<file path="src/sv/tlbmmu_pkg.sv">
package tlbmmu_pkg;
    localparam int ADDR_W = 16;
    localparam int OFFSET_W = 9;
    localparam int PAGE_W = ADDR_W - OFFSET_W;
    localparam int PAGES = 1 << PAGE_W;
    localparam int FRAME_W = 4;
    localparam int FRAMES = 1 << FRAME_W;
    localparam int TLB_N = 8;
    localparam int TLB_W = 3;
    localparam int TIME_W = 16;
    localparam int COST_W = 18;
    localparam int CNT_W = 32;
    localparam int TOT_W = 48;
    localparam int CFG_IDX_W = 2;

    localparam logic [CFG_IDX_W-1:0] REG_MEMORY_TIME = 2'd0;
    localparam logic [CFG_IDX_W-1:0] REG_TLB_TIME = 2'd1;
    localparam logic [CFG_IDX_W-1:0] REG_FAULT_TIME = 2'd2;

    // High when a 32-bit count sits at its ceiling and must hold
    function automatic logic sat_max32(input logic [CNT_W-1:0] v);
        sat_max32 = &v;
    endfunction
endpackage

</file>
<file path="src/sv/tlbmmu_ram.sv">
module tlbmmu_ram #(
    parameter int WIDTH = 8,
    parameter int DEPTH = 16
) (
    input  logic                     clk,
    input  logic                     we,
    input  logic [$clog2(DEPTH)-1:0] waddr,
    input  logic [WIDTH-1:0]         wdata,
    input  logic [$clog2(DEPTH)-1:0] raddr,
    output logic [WIDTH-1:0]         rdata
);
    logic [WIDTH-1:0] mem [DEPTH];

    always_ff @(posedge clk)
    begin
        if (we)
        begin
            mem[waddr] <= wdata;
        end
        rdata <= mem[raddr];
    end
endmodule

</file>
<file path="src/sv/tlb_page_table_lru_mmu.sv">
// TLB and demand-paging MMU with LRU replacement.
// Input channel: in_valid/in_stall carry req_type and address; an item is
// accepted when in_valid is high and in_stall low. in_stall stays high while
// an item is at work and while its result waits on the output.
// Output channel: out_valid/out_stall carry the frame, hit/fault/page-out
// flags, the access cost and the running saturating totals.
// Configuration: cfg_we/cfg_index/cfg_data write memory_time (0),
// tlb_time (1) and fault_time (2); other indexes are dropped.
// Steps from the accepting edge to out_valid: a TLB hit ends the TLB scan
// (one TLB entry compared per cycle); a TLB miss with the page
// resident takes the TLB scan, page table read, TLB victim scan and
// install; a fault into a free frame adds a frame scan, and a fault
// that evicts a resident page also adds a TLB invalidate pass.
// One item is in flight at a time: the next item is taken
// the cycle after the result is taken.
// Reset: a clearing pass invalidates every page table entry; no item is
// accepted meanwhile. TLB and frame tables clear at once.
// A stalled output holds its result; the next item waits until it is taken.
module tlb_page_table_lru_mmu
    import tlbmmu_pkg::*;
(
    input  logic                  clk,
    input  logic                  rst_n,
    input  logic                  in_valid,
    output logic                  in_stall,
    input  logic                  req_type,
    input  logic [ADDR_W-1:0]     address,
    output logic                  out_valid,
    input  logic                  out_stall,
    output logic [FRAME_W-1:0]    frame_number,
    output logic                  tlb_hit,
    output logic                  page_fault,
    output logic                  page_out,
    output logic [COST_W-1:0]     access_time,
    output logic [CNT_W-1:0]      hit_count,
    output logic [CNT_W-1:0]      page_in_count,
    output logic [CNT_W-1:0]      page_out_count,
    output logic [TOT_W-1:0]      total_time,
    input  logic                  cfg_we,
    input  logic [CFG_IDX_W-1:0]  cfg_index,
    input  logic [TIME_W-1:0]     cfg_data
);
    localparam logic [3:0] S_CLEAR = 4'd0;
    localparam logic [3:0] S_IDLE  = 4'd1;
    localparam logic [3:0] S_TSCAN = 4'd2;
    localparam logic [3:0] S_PTRD  = 4'd3;
    localparam logic [3:0] S_PTCHK = 4'd4;
    localparam logic [3:0] S_FSCAN = 4'd5;
    localparam logic [3:0] S_EVICT = 4'd6;
    localparam logic [3:0] S_INST  = 4'd7;
    localparam logic [3:0] S_DONE  = 4'd8;
    localparam logic [3:0] S_OUT   = 4'd9;
    localparam logic [3:0] S_TVIC  = 4'd10;
    localparam logic [3:0] S_TWR   = 4'd11;

    logic [3:0] state_reg;
    logic [PAGE_W-1:0] clr_reg;
    logic [4:0] idx_reg;

    logic [TIME_W-1:0] mem_t_reg, tlb_t_reg, flt_t_reg;

    logic              tv_reg [TLB_N];
    logic [PAGE_W-1:0] tp_reg [TLB_N];
    logic [FRAME_W-1:0] tf_reg [TLB_N];
    logic [CNT_W-1:0]  tt_reg [TLB_N];

    logic [PAGE_W-1:0] fp_reg [FRAMES];
    logic              fd_reg [FRAMES];
    logic [CNT_W-1:0]  ft_reg [FRAMES];

    logic [CNT_W-1:0] clock_reg, hits_reg, pins_reg, pouts_reg;
    logic [TOT_W-1:0] tot_reg;

    logic              wr_reg;
    logic [PAGE_W-1:0] page_reg, old_reg;
    logic [FRAME_W-1:0] frame_reg;
    logic              hit_reg, fault_reg, pout_reg, found_reg, evict_reg;
    logic [TLB_W-1:0]  pick_reg;
    logic [CNT_W-1:0]  best_reg;
    logic [COST_W-1:0] cost_reg;

    // page table memory: {valid, frame}
    logic              pt_we;
    logic [PAGE_W-1:0] pt_waddr, pt_raddr;
    logic [FRAME_W:0]  pt_wdata, pt_rdata;

    tlbmmu_ram #(.WIDTH(FRAME_W + 1), .DEPTH(PAGES)) u_pt (
        .clk   (clk),
        .we    (pt_we),
        .waddr (pt_waddr),
        .wdata (pt_wdata),
        .raddr (pt_raddr),
        .rdata (pt_rdata)
    );

    logic [TLB_W-1:0]   ti;
    logic [FRAME_W-1:0] fi;
    assign ti = idx_reg[TLB_W-1:0];
    assign fi = idx_reg[FRAME_W-1:0];

    assign in_stall = (state_reg != S_IDLE);
    assign pt_raddr = page_reg;

    always_comb
    begin
        pt_we = 1'b0;
        pt_waddr = page_reg;
        pt_wdata = {1'b1, frame_reg};
        if (state_reg == S_CLEAR)
        begin
            pt_we = 1'b1;
            pt_waddr = clr_reg;
            pt_wdata = '0;
        end
        else if (state_reg == S_EVICT && idx_reg == 5'd0 && evict_reg)
        begin
            pt_we = 1'b1;
            pt_waddr = old_reg;
            pt_wdata = '0;
        end
        else if (state_reg == S_INST && fault_reg)
        begin
            pt_we = 1'b1;
        end
    end

    always_ff @(posedge clk or negedge rst_n)
    begin
        if (!rst_n)
        begin
            mem_t_reg <= '0;
            tlb_t_reg <= '0;
            flt_t_reg <= '0;
        end
        else if (cfg_we)
        begin
            unique case (cfg_index)
                REG_MEMORY_TIME: mem_t_reg <= cfg_data;
                REG_TLB_TIME:    tlb_t_reg <= cfg_data;
                REG_FAULT_TIME:  flt_t_reg <= cfg_data;
                default: ;
            endcase
        end
    end

    logic [TOT_W:0] tot_sum;
    assign tot_sum = {1'b0, tot_reg} + {{(TOT_W + 1 - COST_W){1'b0}}, cost_reg};

    always_ff @(posedge clk or negedge rst_n)
    begin
        if (!rst_n)
        begin
            state_reg <= S_CLEAR;
            clr_reg <= '0;
            idx_reg <= '0;
            for (int i = 0; i < TLB_N; i++)
            begin
                tv_reg[i] <= 1'b0;
                tt_reg[i] <= '0;
                tp_reg[i] <= '0;
                tf_reg[i] <= '0;
            end
            for (int i = 0; i < FRAMES; i++)
            begin
                fp_reg[i] <= '0;
                fd_reg[i] <= 1'b0;
                ft_reg[i] <= '0;
            end
            clock_reg <= 32'd1;
            hits_reg <= '0;
            pins_reg <= '0;
            pouts_reg <= '0;
            tot_reg <= '0;
            out_valid <= 1'b0;
            wr_reg <= 1'b0;
            page_reg <= '0;
            old_reg <= '0;
            frame_reg <= '0;
            hit_reg <= 1'b0;
            fault_reg <= 1'b0;
            pout_reg <= 1'b0;
            found_reg <= 1'b0;
            evict_reg <= 1'b0;
            pick_reg <= '0;
            best_reg <= '0;
            cost_reg <= '0;
        end
        else
        begin
            unique case (state_reg)
                S_CLEAR:
                begin
                    clr_reg <= clr_reg + 1'b1;
                    if (&clr_reg)
                    begin
                        state_reg <= S_IDLE;
                    end
                end
                S_IDLE:
                begin
                    if (in_valid)
                    begin
                        wr_reg <= req_type;
                        page_reg <= address[ADDR_W-1:OFFSET_W];
                        hit_reg <= 1'b0;
                        fault_reg <= 1'b0;
                        pout_reg <= 1'b0;
                        found_reg <= 1'b0;
                        evict_reg <= 1'b0;
                        cost_reg <= {2'b0, tlb_t_reg};
                        idx_reg <= '0;
                        state_reg <= S_TSCAN;
                    end
                end
                S_TSCAN:
                begin
                    // one TLB entry compared per cycle
                    if (tv_reg[ti] && tp_reg[ti] == page_reg)
                    begin
                        hit_reg <= 1'b1;
                        frame_reg <= tf_reg[ti];
                        tt_reg[ti] <= clock_reg;
                        if (!sat_max32(hits_reg))
                        begin
                            hits_reg <= hits_reg + 1'b1;
                        end
                        state_reg <= S_DONE;
                    end
                    else if (idx_reg == 5'(TLB_N - 1))
                    begin
                        cost_reg <= cost_reg + {2'b0, mem_t_reg};
                        state_reg <= S_PTRD;
                    end
                    idx_reg <= idx_reg + 1'b1;
                end
                S_PTRD:
                begin
                    state_reg <= S_PTCHK;
                end
                S_PTCHK:
                begin
                    idx_reg <= '0;
                    if (pt_rdata[FRAME_W])
                    begin
                        frame_reg <= pt_rdata[FRAME_W-1:0];
                        state_reg <= S_INST;
                    end
                    else
                    begin
                        fault_reg <= 1'b1;
                        cost_reg <= cost_reg + {2'b0, flt_t_reg};
                        frame_reg <= '0;
                        best_reg <= '1;
                        state_reg <= S_FSCAN;
                    end
                end
                S_FSCAN:
                begin
                    // one frame per cycle: first free, else strict minimum
                    if (!found_reg)
                    begin
                        if (ft_reg[fi] == '0)
                        begin
                            found_reg <= 1'b1;
                            frame_reg <= fi;
                        end
                        else if (idx_reg == 5'd0 || ft_reg[fi] < best_reg)
                        begin
                            best_reg <= ft_reg[fi];
                            frame_reg <= fi;
                        end
                    end
                    if (idx_reg == 5'(FRAMES - 1))
                    begin
                        state_reg <= S_EVICT;
                        idx_reg <= '0;
                    end
                    else
                    begin
                        idx_reg <= idx_reg + 1'b1;
                    end
                end
                S_EVICT:
                begin
                    if (idx_reg == 5'd0 && !evict_reg)
                    begin
                        if (fd_reg[frame_reg])
                        begin
                            pout_reg <= 1'b1;
                            cost_reg <= cost_reg + {2'b0, flt_t_reg};
                            if (!sat_max32(pouts_reg))
                            begin
                                pouts_reg <= pouts_reg + 1'b1;
                            end
                        end
                        if (!sat_max32(pins_reg))
                        begin
                            pins_reg <= pins_reg + 1'b1;
                        end
                        old_reg <= fp_reg[frame_reg];
                        fp_reg[frame_reg] <= page_reg;
                        fd_reg[frame_reg] <= 1'b0;
                        if (ft_reg[frame_reg] != '0)
                        begin
                            evict_reg <= 1'b1;
                        end
                        else
                        begin
                            state_reg <= S_INST;
                        end
                    end
                    else
                    begin
                        if (tv_reg[ti] && tp_reg[ti] == old_reg)
                        begin
                            tv_reg[ti] <= 1'b0;
                        end
                        idx_reg <= idx_reg + 1'b1;
                        if (idx_reg == 5'(TLB_N - 1))
                        begin
                            state_reg <= S_INST;
                        end
                    end
                end
                S_INST:
                begin
                    idx_reg <= '0;
                    best_reg <= '1;
                    found_reg <= 1'b0;
                    pick_reg <= '0;
                    state_reg <= S_TVIC;
                end
                S_TVIC:
                begin
                    // TLB victim: first invalid entry, else strict minimum
                    if (!found_reg)
                    begin
                        if (!tv_reg[ti])
                        begin
                            found_reg <= 1'b1;
                            pick_reg <= ti;
                        end
                        else if (idx_reg == 5'd0 || tt_reg[ti] < best_reg)
                        begin
                            best_reg <= tt_reg[ti];
                            pick_reg <= ti;
                        end
                    end
                    idx_reg <= idx_reg + 1'b1;
                    if (idx_reg == 5'(TLB_N - 1))
                    begin
                        state_reg <= S_TWR;
                    end
                end
                S_TWR:
                begin
                    tv_reg[pick_reg] <= 1'b1;
                    tp_reg[pick_reg] <= page_reg;
                    tf_reg[pick_reg] <= frame_reg;
                    tt_reg[pick_reg] <= clock_reg;
                    state_reg <= S_DONE;
                end
                S_DONE:
                begin
                    if (wr_reg)
                    begin
                        fd_reg[frame_reg] <= 1'b1;
                    end
                    ft_reg[frame_reg] <= clock_reg;
                    if (!sat_max32(clock_reg))
                    begin
                        clock_reg <= clock_reg + 1'b1;
                    end
                    tot_reg <= tot_sum[TOT_W] ? '1 : tot_sum[TOT_W-1:0];
                    out_valid <= 1'b1;
                    state_reg <= S_OUT;
                end
                S_OUT:
                begin
                    if (!out_stall)
                    begin
                        out_valid <= 1'b0;
                        state_reg <= S_IDLE;
                    end
                end
                default:
                begin
                    state_reg <= S_IDLE;
                end
            endcase
        end
    end

    assign frame_number = frame_reg;
    assign tlb_hit = hit_reg;
    assign page_fault = fault_reg;
    assign page_out = pout_reg;
    assign access_time = cost_reg;
    assign hit_count = hits_reg;
    assign page_in_count = pins_reg;
    assign page_out_count = pouts_reg;
    assign total_time = tot_reg;

    a_out_state: assert property (@(posedge clk) disable iff (!rst_n)
        out_valid |-> state_reg == S_OUT) else $error("result outside output state");
    a_hit_nofault: assert property (@(posedge clk) disable iff (!rst_n)
        out_valid |-> !(tlb_hit && page_fault)) else $error("hit with fault");
    a_pout_fault: assert property (@(posedge clk) disable iff (!rst_n)
        (out_valid && page_out) |-> page_fault) else $error("page out without fault");
endmodule
</file>
<file path="config.mk">
export PLATFORM = sky130hd
export DESIGN_NAME = tlb_page_table_lru_mmu
export DESIGN_NICKNAME = d
export VERILOG_FILES = /design/src/sv/tlbmmu_pkg.sv /design/src/sv/tlbmmu_ram.sv /design/src/sv/tlb_page_table_lru_mmu.sv
export SDC_FILE = /design/constraint.sdc
export NUM_CORES = 2
export LEC_CHECK = 0
export ABC_CLOCK_PERIOD_IN_PS = 9900
export BUFFER_PORTS_ARGS = -buffer_cell sky130_fd_sc_hd__buf_2
export CORE_ASPECT_RATIO = 0.7
export CORE_UTILIZATION = 55
export DETAILED_ROUTE_END_ITERATION = 8
export PLACE_DENSITY = 0.71
export SLEW_MARGIN = 20
export SYNTH_ARGS = -nofsm -noshare
export SYNTH_HDL_FRONTEND = slang
export SYNTH_SLANG_ARGS = --single-unit
</file>
<file path="constraint.sdc">
create_clock -name clk -period 9.9 [get_ports clk]
set_input_delay 0.99 -clock clk [delete_from_list [all_inputs] [get_ports clk]]
set_output_delay 0.99 -clock clk [all_outputs]
set_load 0.05 [all_outputs]
</file>
Word level (Yosys, flattened, before mapping). Memory sizes are Yosys's and may differ from the RTL's. A register that Yosys moved wholly into a read port is not among the register bits. Cells that the tools add are included.

Add/sub/neg operators: 9. Magnitude comparators: 9. Equal/unequal tests: 44. Mux-type cells: 125. Bitwise logic cells: 14. Reductions and logical operators: 61.

Operators by type and width (count): bitwise mux 256 bit (2); bitwise mux 512 bit (1); 2-to-1 mux 32 bit (16); one-hot mux 256 bit (2 select lines) (1); binary-select mux 32 bit (select 4 bit) (2); 2-to-1 mux 256 bit (1); demux 32 bit (select 3 bit) (2); adder 32 x 1 -> 32 bit, second input constant (4); demux 32 bit (select 4 bit) (1); one-hot mux 32 bit (4 select lines) (1); AND reduction 32 bit (4); bitwise mux 112 bit (1); 2-to-1 mux 18 bit (6); binary-select mux 32 bit (select 3 bit) (1); 2-to-1 mux 4 bit (18); one-hot mux 18 bit (4 select lines) (1); less-than comparator 32 bit (2); bitwise mux 56 bit (1); 2-to-1 mux 7 bit (8); adder 48 x 18 -> 49 bit (1); 2-to-1 mux 48 bit (1); one-hot mux 4 bit (12 select lines) (1); adder 18 x 16 -> 18 bit (2); bitwise mux 32 bit (1); 70 further kinds (183).

Register bits after elaboration: 1310. RAM bits: 640. Bits of input ports: 40. Output and inout bits: 171. Word-level logic and storage cells: 367. Memories: 1.

Memory list: u_pt.mem (depth 128, width 5, rd ports 1, clocked after memory_dff 1, wr ports 1, RTL line tlbmmu_ram.sv:12) `logic [WIDTH-1:0] mem [DEPTH];`.

Longest topological paths before layout.
Word-level depth: 10. Depth in mapped cells: 21. Gate-level depth less buffers: 15.

Modules after synthesis. Synthesis repeated with hierarchy kept, for this count alone.

Cell total of the unflattened synthesis: 6317. Area, all modules: 88738.9 µm².

By module, submodules not included: tlb_page_table_lru_mmu (times used 1, cells each 5227, area an instance 63678.6 µm², sequential area each 32782.7 µm²); tlbmmu_ram (times used 1, cells each 1090, area an instance 25060.3 µm², sequential area each 19318.5 µm²).

Least setup slack after synthesis. No wires, ideal clock.

Kind: register to register. Start: register idx_reg[0]. End: memory u_pt.mem[0][3] in the netlist's numbering, data pin. Library setup time: 0.533 ns. Arrival: 7.413 ns. Required time: 9.367 ns. Setup slack: 1.955 ns. Cell stages (with the launch flop): 11. Buffers on the path: 5. Clock period less this slack: 7.945 ns. Cells stage by stage: dfrtp_1 -> buf_6 -> buf_2 -> inv_1 -> buf_2 -> buf_2 -> buf_2 -> ha_1 -> nor4b_2 -> a31oi_1 -> and2_1.

Longest elaborated chain between the ends: 5.

Ends and longest elaborated chain: from (decl) (RTL line tlb_page_table_lru_mmu.sv:58) `logic [4:0] idx_reg;`; from (signal assigned) (RTL line tlb_page_table_lru_mmu.sv:234) `idx_reg <= idx_reg + 1'b1;`; from (signal assigned) (RTL line tlb_page_table_lru_mmu.sv:280) `idx_reg <= idx_reg + 1'b1;`; from (signal assigned) (RTL line tlb_page_table_lru_mmu.sv:318) `idx_reg <= idx_reg + 1'b1;`; logical NOT 5 bit (RTL line tlb_page_table_lru_mmu.sv:115) `else if (state_reg == S_EVICT && idx_reg == 5'd0 && evict_reg)`; logical AND 1 bit (2 in a row) (RTL line tlb_page_table_lru_mmu.sv:115); 2-to-1 mux 5 bit (RTL line tlb_page_table_lru_mmu.sv:115); 2-to-1 mux 5 bit (RTL line tlb_page_table_lru_mmu.sv:109) `if (state_reg == S_CLEAR)`; net pt_wdata[3] (RTL line tlb_page_table_lru_mmu.sv:85) `logic [FRAME_W:0] pt_wdata, pt_rdata;`; to (decl) (RTL line tlbmmu_ram.sv:12).

The timed path passes the listed nets, and every way through them passes these cells.

Final worst setup path.
Start: register idx_reg[0]. End: register best_reg[28].

Longest elaborated chain between the ends: 8. Elaborated cells between the ends (all ways): 29. Those cells by class: 2 x order compare; 4 x eq/ne; 16 x mux; 2 x bitwise; 5 x reduce/logical.

Ends and longest elaborated chain: NOT 4 -> 5 bit (implied by the code) or NOT 3 -> 4 bit (tied branches); binary-select mux 32 bit (select 4 bit) or binary-select mux 32 bit (select 3 bit) (tied branches); 2-to-1 mux 32 bit (on tied branches) (2 in a row); less-than comparator 32 bit, or another cell as far along (RTL line tlb_page_table_lru_mmu.sv:267) `else if (idx_reg == 5'd0 || ft_reg[fi] < best_reg)`; logical OR 1 bit, or another cell as far along (RTL line tlb_page_table_lru_mmu.sv:267); inequality test 2 bit (no line), or another cell as far along; AND reduction 8 bit (no line) or one-hot mux 32 bit (4 select lines) (tied branches); to (signal assigned) (RTL line tlb_page_table_lru_mmu.sv:269) `best_reg <= ft_reg[fi];`; to (signal assigned) (RTL line tlb_page_table_lru_mmu.sv:345) `best_reg <= tt_reg[ti];`; to (decl) (RTL line tlb_page_table_lru_mmu.sv:79) `logic [CNT_W-1:0] best_reg;`.

Parallel ways exist; a longest one is shown, timed or not. The select of a mux whose other input is x is not followed. A chain may end at the register's enable or synchronous reset.

==> qor.csv <==
metric,value,unit
cell count after synthesis,6286,
wire per inst,28.39,um
vias in the first global route,56360,
Post-synth ARST share,0.6701,
DR pass1 iterations,9,
CP endpoint kind,register,
Post-CTS Hold Buffers,0,
crit-path max cell delay,1000,ps
DIE AREA,163300,um^2
drc violations,0,
Main synth FF type,dfrtp_1,
io pins,211,
Pwr Density,166.1,nW/um^2
layout cells sized above 1,0.3219,
worst-path cell chain,buf_12 -> nor2_2 -> buf_4 -> a221oi_1 -> a221o_1 -> a32oi_1 -> ha_1 -> a21o_1 -> a21o_1 -> a211oi_1 -> o21bai_1 -> a211o_1 -> o211ai_1 -> o211a_1 -> or4b_2 -> buf_4 -> mux2_4,
Die Ht,338.4,um
dpl hpwl,159.9,mm
yosys warns,0,
CP required,10610,ps
Util after Layout,0.6109,
IO Port Bufs,201,
drt via density,6.629,
largest net degree at the start of global routing,191,
core area,160500,um^2
GRT overflow,0,
# fillers,11950,
synthesis-stage register bit count,1955,
htree depth,4,
clock slew at reported path FFs,70,ps
first-pass GRT wire length,369.2,mm
synthesized area,88930,um^2
CTS Root Cell,clkbuf_16,
multi-input logic area,34840,um^2
Setup crit start kind,register,
Mean Syn Cell Area,14.15,um^2
Largest register FFs,640,
Rel. slew slack,0.1013,
max_cap viols,0,
maximum VDD drop,0.0001643,V
WP data arrival,7800,ps
Syn-to-layout area delta,10.27,%
max frequency,0.1410,GHz
total clock sinks,1955,
"Net count, final",6501,
Critical Path Fanout Max,54,
Placement Cell Area,92000,um^2
TNS Setup,0,ps
GPL Wtd Cong,0.9539,
global-route usage over all layers,0.3016,
Hold Crit Class,in2async,
status,"complete, no violations",
CP top delay family,compound AO/OA/AOI/OAI gates,
cts bufs inserted,182,
critical path class,reg2reg,
initial antenna violation count,10,
post-route ant nets,0,
Crit path buffers/inverters,3,
Post-CTS Setup Inserts,0,
FF/Latch Area,52140,um^2
clock tree buffer depth,3,
"Slew Viols, Final",0,
row cnt,123,
worst hold margin,184.3,ps
clk_skew,56.43,ps
# setup viols final,0,
Final period util,0.7162,
Post-synth EDFFs,640,
Leak,40.92,nW
syn nets,6433,
"worst slack, placed",3169,ps
initial core utilization,0.5540,
Worst path slowest cell,a32oi_1,
Yosys cell types,89,
Post-Route WL,245.2,mm
CTS tree,yes,
Iteration-0 DRC Markers,7032,
post-synthesis sequential area ratio,0.5859,
die span in x,482.6,um
post-route cell area,98060,um^2
post-route minimum period,7091,ps
fin worst setup slack,2809,ps
worst-margin pin slew,1334,ps
Final Hold Viols,0,
Vias,57240,
RSZ-0062 raised after global routing,no,
Clock Latency Late Sink,840,ps
Resize count post-CTS,0,
==> cells in the final DEF (no fill, tap or decap), drive strengths merged, types with 27 or more instances in the layout <==
cell	count
o21ai	113
inv	94
mux2i	114
mux4	285
clkbuf	246
a31oi	37
clkinv	64
nor2	277
edfxtp	640
xor2	71
and3	42
a221oi	82
ha	105
mux2	1103
xnor2	107
nor3	51
nor2b	27
a21oi	141
buf	332
dfrtp	1309
nand2	352
nand4	101
a22oi	128
nor4	148
a221o	40
nand3	85
and2	51
==> cells by family after synthesis <==
kind of cell / after synthesis / synth area share
fa+ha+maj: 107 / 0.01522
buf+inv: 535 / 0.02509
flops: 1955 / 0.5859
mux: 1502 / 0.2248
xor+xnor: 178 / 0.01753
compound gates: 775 / 0.06206
simple gates: 1234 / 0.06942
==> power by group <==
part,switching (mW),internal [mW]
clock,3.13,3.92
sequential,0.0881,8.38
combinational,0.505,0.275
==> metal layers <==
layer	wire, um	up-vias	global-route usage
met5	10	-	0
met4	6350	2	0.08480
met3	26320	424	0.07555
met2	103800	2873	0.4161
met1	108700	29920	0.4708
li1	-	24020	-
==> cell usage after synthesis (19+ instances only) <==
cell type | number | area share
dfrtp_1 | 1309 | 0.37
mux2_2 | 1086 | 0.14
edfxtp_1 | 640 | 0.22
nand2_1 | 352 | 0.015
clkbuf_1 | 312 | 0.013
mux4_2 | 285 | 0.072
nor2_1 | 270 | 0.011
nor4_1 | 148 | 0.010
a21oi_1 | 141 | 0.0079
a22oi_1 | 128 | 0.011
mux2i_1 | 114 | 0.013
o21ai_0 | 112 | 0.0063
xnor2_1 | 107 | 0.011
ha_1 | 105 | 0.015
nand4_1 | 100 | 0.0070
inv_1 | 85 | 0.0036
nand3_1 | 85 | 0.0048
a221oi_1 | 82 | 0.0081
xor2_1 | 71 | 0.0070
buf_2 | 65 | 0.0037
and2_1 | 49 | 0.0034
nor3_1 | 46 | 0.0026
and3_1 | 42 | 0.0030
a221o_1 | 40 | 0.0045
buf_1 | 38 | 0.0016
a31oi_1 | 37 | 0.0026
nor2b_1 | 27 | 0.0019
a21o_1 | 26 | 0.0022
o211ai_1 | 26 | 0.0022
buf_4 | 25 | 0.0021
a22o_1 | 21 | 0.0021
o22ai_1 | 21 | 0.0015
o2bb2ai_1 | 21 | 0.0021
and4_1 | 20 | 0.0020
nand2b_1 | 20 | 0.0014
or3_1 | 19 | 0.0013
==> worst reg2reg max path, stage by stage (launching register included) <==
cell      delay, ps
dfrtp_4         670
buf_12          290
nor2_2          430
buf_4           450
a221oi_1        200
a221o_1         310
a32oi_1        1000
ha_1            430
a21o_1          180
a21o_1          170
a211oi_1        240
o21bai_1        110
a211o_1         300
o211ai_1         90
o211a_1         410
or4b_2          970
buf_4           380
mux2_4          330
==> final cells by class <==
cell class / instances / share of cell area
Inverter: 87 / 0.003330
Clock buffer: 246 / 0.05188
Sequential cell: 1955 / 0.5317
Tap cell: 2125 / 0.02711
Timing Repair Buffer: 332 / 0.02224
Antenna cell: 5 / 0.0001276
Multi-Input combinational cell: 3796 / 0.3553
Clock inverter: 89 / 0.008344
==> worst paths after layout <==
path	from	endpoint	slack (ps)	cells after the start
worst min register to register	tlb_hit$_DFFE_PN0P_	tlb_hit$_DFFE_PN0P_	470	2
min in group clk	address[13]	page_reg[4]$_DFFE_PN0P_	340	3
max in group asynchronous	rst_n	clock_reg[8]$_DFFE_PN0P_	7130	4
worst max-delay path	idx_reg[0]$_DFFE_PN0P_	best_reg[28]$_DFFE_PN0P_	2810	17
worst max register to register	idx_reg[0]$_DFFE_PN0P_	best_reg[28]$_DFFE_PN0P_	2810	17
worst min-delay path	rst_n	page_out_count[15]$_DFFE_PN0P_	180	1
==> through the flow <==
step	total power [mW]	instances
floorplan	9.113	6286
global placement	9.375	8289
detailed placement	9.399	8289
CTS	16.38	8624
global route	16.77	8635
finish	16.29	8635
Power figures use the tool's default switching activity.
